`src/hdl/mdc_pkg.sv`:
```
`timescale 1ns / 1ps
// shared types, constants and helpers for the difference-polygon block
// no dependencies
package mdc_pkg;

   localparam int MAX_VERTS       = 32;
   localparam int IDX_W           = $clog2(MAX_VERTS);
   localparam int CNT_W           = $clog2(MAX_VERTS + 1);
   localparam int COORD_BITS      = 16;
   localparam int DIFF_W          = COORD_BITS + 1;
   localparam int ANG_W           = 15;
   localparam int ANGLE_FRAC_BITS = 6;
   localparam int FULL_TURN       = 360 << ANGLE_FRAC_BITS;
   localparam int HALF_TURN       = 180 << ANGLE_FRAC_BITS;
   localparam int CORDIC_ITERS    = 16;
   localparam int ITER_W          = $clog2(CORDIC_ITERS);
   localparam int TAB_LEN         = 24;
   localparam int TAB_IDX_W       = $clog2(TAB_LEN);
   localparam int TAB_FRAC        = 20;
   localparam int PRESCALE        = 24;
   localparam int CW              = DIFF_W + PRESCALE + 3;
   localparam int ZW              = 32;
   localparam int Q_W             = 16;
   localparam logic signed [ZW-1:0] Z_HALF = ZW'(180 << TAB_FRAC);
   localparam logic signed [ZW-1:0] Z_OFFSET =
      ZW'((360 << TAB_FRAC) + (1 << (TAB_FRAC - 1 - ANGLE_FRAC_BITS)));

   localparam logic signed [ZW-1:0] ATAN_TAB [TAB_LEN] = '{
      32'sd47185920, 32'sd27855475, 32'sd14718068, 32'sd7471121,
      32'sd3750058,  32'sd1876857,  32'sd938658,   32'sd469357,
      32'sd234682,   32'sd117342,   32'sd58671,    32'sd29335,
      32'sd14668,    32'sd7334,     32'sd3667,     32'sd1833,
      32'sd917,      32'sd458,      32'sd229,      32'sd115,
      32'sd57,       32'sd29,       32'sd14,       32'sd7
   };

   typedef struct packed {
      logic [COORD_BITS-1:0] x;
      logic [COORD_BITS-1:0] y;
      logic [ANG_W-1:0]      ang;
      logic                  own;
   } vertex_type;

   typedef struct packed {
      logic [DIFF_W-1:0] x;
      logic [DIFF_W-1:0] y;
      logic [ANG_W-1:0]  ang;
   } result_type;

   typedef struct packed {
      logic       ins;
      logic       drain;
      logic       ovf;
      result_type item;
   } sort_ctl_type;

   typedef struct packed {
      logic done;
   } sort_sts_type;

   typedef enum logic [3:0] {
      ST_LOAD, ST_RDK, ST_GETK, ST_STEP, ST_EVAL, ST_CHECK, ST_CORD,
      ST_CWAIT, ST_INS, ST_IWAIT, ST_NEXT, ST_DRAIN, ST_DWAIT
   } seq_state_type;

   typedef enum logic [1:0] {
      MODE_BACK, MODE_FWD, MODE_SAME
   } mode_type;

   typedef enum logic [1:0] {
      C_IDLE, C_ITER, C_ROUND, C_FIN
   } cordic_state_type;

   typedef enum logic [2:0] {
      S_IDLE, S_RD, S_CMP, S_PUT, S_ORD, S_OLD, S_OWAIT, S_DONE
   } sort_state_type;

   function automatic logic [ANG_W-1:0] ang_dist(input logic [ANG_W-1:0] a,
                                                 input logic [ANG_W-1:0] b);
      logic [ANG_W-1:0] d;
      d = (a > b) ? a - b : b - a;
      if (d >= ANG_W'(FULL_TURN)) d = d - ANG_W'(FULL_TURN);
      if (d > ANG_W'(HALF_TURN)) d = ANG_W'(FULL_TURN) - d;
      return d;
   endfunction

endpackage

```
`src/hdl/mdc_cordic.sv`:
```
`timescale 1ns / 1ps
// iterative vectoring cordic, atan2 of a difference vector in 1/64 degree
// depends on mdc_pkg
module mdc_cordic (
   input  logic                      clock,
   input  logic                      reset,
   input  logic                      start,
   input  logic [mdc_pkg::DIFF_W-1:0] in_x,
   input  logic [mdc_pkg::DIFF_W-1:0] in_y,
   output logic                      done,
   output logic [mdc_pkg::ANG_W-1:0]  angle
);
   import mdc_pkg::*;

   cordic_state_type       state_ff, state_in;
   logic signed [CW-1:0]   x_ff, x_in, y_ff, y_in;
   logic signed [CW-1:0]   sx, sy;
   logic signed [ZW-1:0]   z_ff, z_in, zr;
   logic [ITER_W-1:0]      it_ff, it_in;
   logic [Q_W-1:0]         q_ff, q_in;

   always_ff @(posedge clock) begin
      if (reset) begin
         state_ff <= C_IDLE;
      end else begin
         state_ff <= state_in;
      end
      x_ff  <= x_in;
      y_ff  <= y_in;
      z_ff  <= z_in;
      it_ff <= it_in;
      q_ff  <= q_in;
   end

   always_comb begin
      state_in = state_ff;
      x_in     = x_ff;
      y_in     = y_ff;
      z_in     = z_ff;
      it_in    = it_ff;
      q_in     = q_ff;
      sx = {{(CW-DIFF_W){in_x[DIFF_W-1]}}, in_x} <<< PRESCALE;
      sy = {{(CW-DIFF_W){in_y[DIFF_W-1]}}, in_y} <<< PRESCALE;
      zr = z_ff + Z_OFFSET;
      done = (state_ff == C_FIN);
      angle = (q_ff >= Q_W'(FULL_TURN)) ? ANG_W'(q_ff - Q_W'(FULL_TURN)) : ANG_W'(q_ff);
      unique case (state_ff)
         C_IDLE: begin
            if (start) begin
               it_in = '0;
               if (in_x == '0 && in_y == '0) begin
                  q_in     = '0;
                  state_in = C_FIN;
               end else if (in_x[DIFF_W-1]) begin
                  x_in     = -sx;
                  y_in     = -sy;
                  z_in     = Z_HALF;
                  state_in = C_ITER;
               end else begin
                  x_in     = sx;
                  y_in     = sy;
                  z_in     = '0;
                  state_in = C_ITER;
               end
            end
         end
         C_ITER: begin
            if (!y_ff[CW-1]) begin
               x_in = x_ff + (y_ff >>> it_ff);
               y_in = y_ff - (x_ff >>> it_ff);
               z_in = z_ff + ATAN_TAB[TAB_IDX_W'(it_ff)];
            end else begin
               x_in = x_ff - (y_ff >>> it_ff);
               y_in = y_ff + (x_ff >>> it_ff);
               z_in = z_ff - ATAN_TAB[TAB_IDX_W'(it_ff)];
            end
            it_in = it_ff + 1'b1;
            if (it_ff == ITER_W'(CORDIC_ITERS - 1)) state_in = C_ROUND;
         end
         C_ROUND: begin
            q_in     = zr[TAB_FRAC-ANGLE_FRAC_BITS +: Q_W];
            state_in = C_FIN;
         end
         C_FIN: begin
            state_in = C_IDLE;
         end
         default: state_in = C_IDLE;
      endcase
   end

endmodule

```
`config.mk`:
```
export PLATFORM = sky130hd
export DESIGN_NAME = mdc_cordic
export DESIGN_NICKNAME = d
export VERILOG_FILES = /design/src/hdl/mdc_pkg.sv /design/src/hdl/mdc_cordic.sv
export SDC_FILE = /design/constraint.sdc
export NUM_CORES = 1
export LEC_CHECK = 0
export BUFFER_PORTS_ARGS = -buffer_cell sky130_fd_sc_hd__buf_2
export CAP_MARGIN = 20
export CORE_MARGIN = 1.5
export CORE_UTILIZATION = 59
export DETAILED_ROUTE_END_ITERATION = 7
export HOLD_SLACK_MARGIN = 0.1
export PLACE_DENSITY = 0.79
export SYNTH_ARGS = -nofsm -noshare
export SYNTH_HDL_FRONTEND = slang
export SYNTH_SLANG_ARGS = --single-unit
```
`constraint.sdc`:
```
create_clock -name clock -period 6.8 [get_ports clock]
set_input_delay 0 -clock clock [delete_from_list [all_inputs] [get_ports clock]]
set_output_delay 0 -clock clock [all_outputs]
set_load 0.01 [all_outputs]
```
==> key figures <==
Critical path
  – Required time of the worst setup path: roughly 7000 ps
  – Max stage delay on crit path: around 580 ps
  – Delay-heaviest family, CP: compound AO/OA/AOI/OAI gates
  – Setup crit start kind: register
  – Data arrival time of the critical path: ~6300 ps
  – Chain of cells forming the critical path: buf_12 -> buf_12 -> mux4_2 -> mux2i_1 -> nand4_1 -> and4bb_1 -> nand2_1 -> nor4_1 -> and2b_1 -> a21oi_1 -> xnor2_1 -> ha_1 -> a21o_1 -> a21o_1 -> a21oi_1 -> o22ai_1 -> a21o_1 -> nand3_1 -> nand3b_1 -> a31o_2 -> and4_1 -> a2111oi_0 -> xnor2_1 -> o21ai_1
  – Crit path max fanout: between 40 and 50
  – Cell repeated most along the worst path: sky130_fd_sc_hd__a21o_1
  – Slowest cell on the critical path: sky130_fd_sc_hd__mux4_2
  – Bufs and invs on worst path: 2
  – Category of the worst setup path capture point: register
  – Worst setup path class: reg2reg

Synth
  – Post-Synthesis Net Count: ~2,500
  – Number of flip-flops and latches in the synthesized netlist: between 100 and 150
  – Syn Std Cell Area: between 0.015 and 0.02 sq mm
  – Synthesis Warnings: 0
  – Async set-or-reset flop fraction in the synthesized netlist: 0
  – Syn_area_per_cell: roughly 8.4 sq um
  – Share of Yosys cell area claimed by the top area cell type: 0.208
  – Part of the Yosys area used for sequential elements: 0.210
  – Post-synthesis cell type with the largest combined area: sky130_fd_sc_hd__edfxtp_1
  – Top cells by area, synth: sky130_fd_sc_hd__edfxtp_1 (21%), sky130_fd_sc_hd__mux4_2 (9.8%), sky130_fd_sc_hd__ha_1 (8.7%), sky130_fd_sc_hd__a21oi_1 (5.5%), sky130_fd_sc_hd__xnor2_1 (5.4%)
  – Unique cell type count in the Yosys netlist: 95
  – Top_reg_cell synth: sky130_fd_sc_hd__edfxtp_1
  – Gate count of the mapped netlist: around 2,400
  – Post-synth EDFFs: ~140

Place
  – Total of buffers placed on input and output ports: 52
  – Total instance count after detailed placement: approximately 2,800
  – Hpwl dp: between 40 and 50 mm
  – Placement Setup Slack: 715 ps
  – Global placer's final weighted congestion: about 0.95

Detailed routing
  – Routed wire per std cell: roughly 20 um
  – DRC viols: 0
  – Total via count after detailed routing: around 19,000
  – Drt initial violations: about 2,100
  – WL final: between 50 and 60 mm
  – Length of the first detailed-routing pass in iterations: 6
  – DRT antenna net count: 0
  – Post-detailed-route via-to-cell ratio: 6.51

Min path
  – Hold Path Class: in2reg

Clock network
  – CTS H-tree depth: 4
  – Hold bufs inserted after CTS: 38
  – Post-CTS repair timing setup buffer count: 0
  – Worst-skew pair later-pin latency: about 470 ps
  – Clock sink count: 140
  – CTS tree: yes
  – Cells resized by post-CTS repair: 0
  – Max Root-Sink Buffers: 2
  – Number of buffers inserted during clock tree synthesis: 17
  – Clock-pin slew on the worst setup and hold paths: roughly 70 ps
  – Buffer type at the clock tree root: sky130_fd_sc_hd__clkbuf_16

Floorplanning
  – Site row count: 67
  – Horizontal extent of the die: ~190 um
  – Total core area: around 0.033 sq mm
  – Total Die Area: ~0.035 sq mm
  – Die Height: approximately 190 um
  – Initial core utilization: 0.598
  – # IOs: between 50 and 60

STA
  – Rel. slew slack: 0.302
  – Total negative slack: 0 ps
  – Min setup slack post-route: approximately 660 ps
  – Clock tree skew after final layout: 11.4 ps
  – Achievable clock frequency: 163 MHz
  – # setup viols final: 0
  – Clock period minus worst slack: about 6000 ps
  – Hold Violations, Final: 0
  – Unrepaired setup endpoints after global routing: no
  – Crit share post-route: 0.903
  – Pins over their slew limit: 0
  – Actual transition at the worst max-transition pin: between 1000 and 1500 ps

GRT
  – Via count of the first global-routing pass: roughly 18,000
  – Total gr overflow: 0
  – Largest net degree at the start of global routing: between 70 and 80
  – Global-route wire length before repair: between 90 and 100 mm
  – Overall routing resource usage: 0.319
  – Initial antenna violation count: 0

Run status
  – Result of the run: finished, final reports clean

Layout
  – Number of antenna diodes: 0
  – Synthesis-to-finish area growth: 6.93%
  – Final-stage net count: about 2,600
  – Cell Count, Final, Fillers Out: roughly 2,800
  – Share of final-layout standard cells stronger than drive strength 1: 0.120
  – Util after Layout: 0.639

Flow run
  – Max-cap violation count: 0
final timing paths:
| path | depth (start not counted) | endpoint | slack, ps | startpoint |
|---|---|---|---|---|
| worst max-delay path | 24 | y_ff[43] | 660 | it_ff[1] |
| worst min-delay path | 4 | q_ff[14] | 160 | start |
| worst max register to register | 24 | y_ff[43] | 660 | it_ff[1] |
| worst min register to register | 2 | q_ff[15] | 660 | z_ff[29] |
registers in the layout, indices dropped and copies added (netlist names):
| signal | flops |
|---|---|
| state_ff | 2 |
| y_ff | 44 |
| it_ff | 4 |
| q_ff | 16 |
| z_ff | 30 |
| x_ff | 44 |
stage by stage:
step                instance area (sq um)  hold slack, ps
detailed placement                  20400             184
CTS                                 21300             145
finish                              21300             162
global placement                    20400             188
floorplan                           19900            72.8
global route                        21300             192
cell usage in the layout, fill, tap and decap left out, types with 22 or more instances in the layout:
cell,instances
sky130_fd_sc_hd__nand2_1,260
sky130_fd_sc_hd__nor2_1,251
sky130_fd_sc_hd__a21oi_1,217
sky130_fd_sc_hd__o21ai_0,166
sky130_fd_sc_hd__edfxtp_1,138
sky130_fd_sc_hd__ha_1,137
sky130_fd_sc_hd__xnor2_1,122
sky130_fd_sc_hd__xor2_1,114
sky130_fd_sc_hd__mux4_2,87
sky130_fd_sc_hd__inv_1,72
sky130_fd_sc_hd__mux2i_1,70
sky130_fd_sc_hd__a21o_1,55
sky130_fd_sc_hd__buf_2,52
sky130_fd_sc_hd__a31oi_1,45
sky130_fd_sc_hd__nand3_1,43
sky130_fd_sc_hd__nor3_1,40
sky130_fd_sc_hd__mux2_2,38
sky130_fd_sc_hd__dlygate4sd3_1,38
sky130_fd_sc_hd__and2_1,35
sky130_fd_sc_hd__buf_4,32
sky130_fd_sc_hd__nor2b_1,30
sky130_fd_sc_hd__and3_1,22
routing by layer:
metal | wire, um | up-vias | GRT usage
met5 | 0 | - | 0
met4 | 2060 | 0 | 0.132
met3 | 4700 | 150 | 0.0471
met2 | 25800 | 868 | 0.526
met1 | 23200 | 8731 | 0.420
li1 | - | 8752 | -
worst min-delay path, delay by kind of cell:
| kind | cells | cell delay (ps) |
|---|---|---|
| simple gates | 1 | 60 |
| compound gates | 1 | 70 |
| buf+inv | 2 | 320 |
synthesized netlist by cell type, types with 13 or more instances:
master                       n
sky130_fd_sc_hd__nand2b_1   19
sky130_fd_sc_hd__buf_4      17
sky130_fd_sc_hd__ha_1      138
sky130_fd_sc_hd__xor2_1    114
sky130_fd_sc_hd__edfxtp_1  138
sky130_fd_sc_hd__and3_1     22
sky130_fd_sc_hd__xnor2_1   122
sky130_fd_sc_hd__or3_1      13
sky130_fd_sc_hd__nor2_1    251
sky130_fd_sc_hd__o21bai_1   16
sky130_fd_sc_hd__o21a_1     21
sky130_fd_sc_hd__a21o_1     55
sky130_fd_sc_hd__mux4_2     87
sky130_fd_sc_hd__a31oi_1    45
sky130_fd_sc_hd__nand3_1    43
sky130_fd_sc_hd__nand2_1   260
sky130_fd_sc_hd__mux2i_1    70
sky130_fd_sc_hd__clkbuf_1   54
sky130_fd_sc_hd__nor3_1     40
sky130_fd_sc_hd__o211ai_1   14
sky130_fd_sc_hd__a211oi_1   20
sky130_fd_sc_hd__buf_2      22
sky130_fd_sc_hd__nand4_1    16
sky130_fd_sc_hd__o21ai_0   167
sky130_fd_sc_hd__o31ai_1    16
sky130_fd_sc_hd__mux2_2     38
sky130_fd_sc_hd__and2_1     35
sky130_fd_sc_hd__a21oi_1   218
sky130_fd_sc_hd__inv_1      74
sky130_fd_sc_hd__nor2b_1    30
sky130_fd_sc_hd__buf_6      17
sky130_fd_sc_hd__buf_1      21
cell type report:
| type | instances | area [sq um] |
|---|---|---|
| tap | 448 | 561 |
| clock inverter | 12 | 103 |
| multi-input combinational | 2019 | 14700 |
| timing repair buffer | 129 | 1020 |
| sequential | 140 | 4180 |
| fill | 2814 | 12000 |
| inverter | 76 | 287 |
| clock buffer | 20 | 457 |
cell families (layout without fill, tap and decap cells):
logic type,count (synthesis),in the layout,synth area share
xor gates and xnor gates,236,236,0.104
buffers and inverters,211,237,0.0531
muxes,200,200,0.161
and+or+nand+nor,782,782,0.182
DFF,140,140,0.210
adders and majority gates,141,141,0.0896
AOI/OAI and AO/OA,660,660,0.202
Power is left out: the tool's default activity adds up to more than one toggle a clock period on the data nets, which glitch-free logic cannot reach.
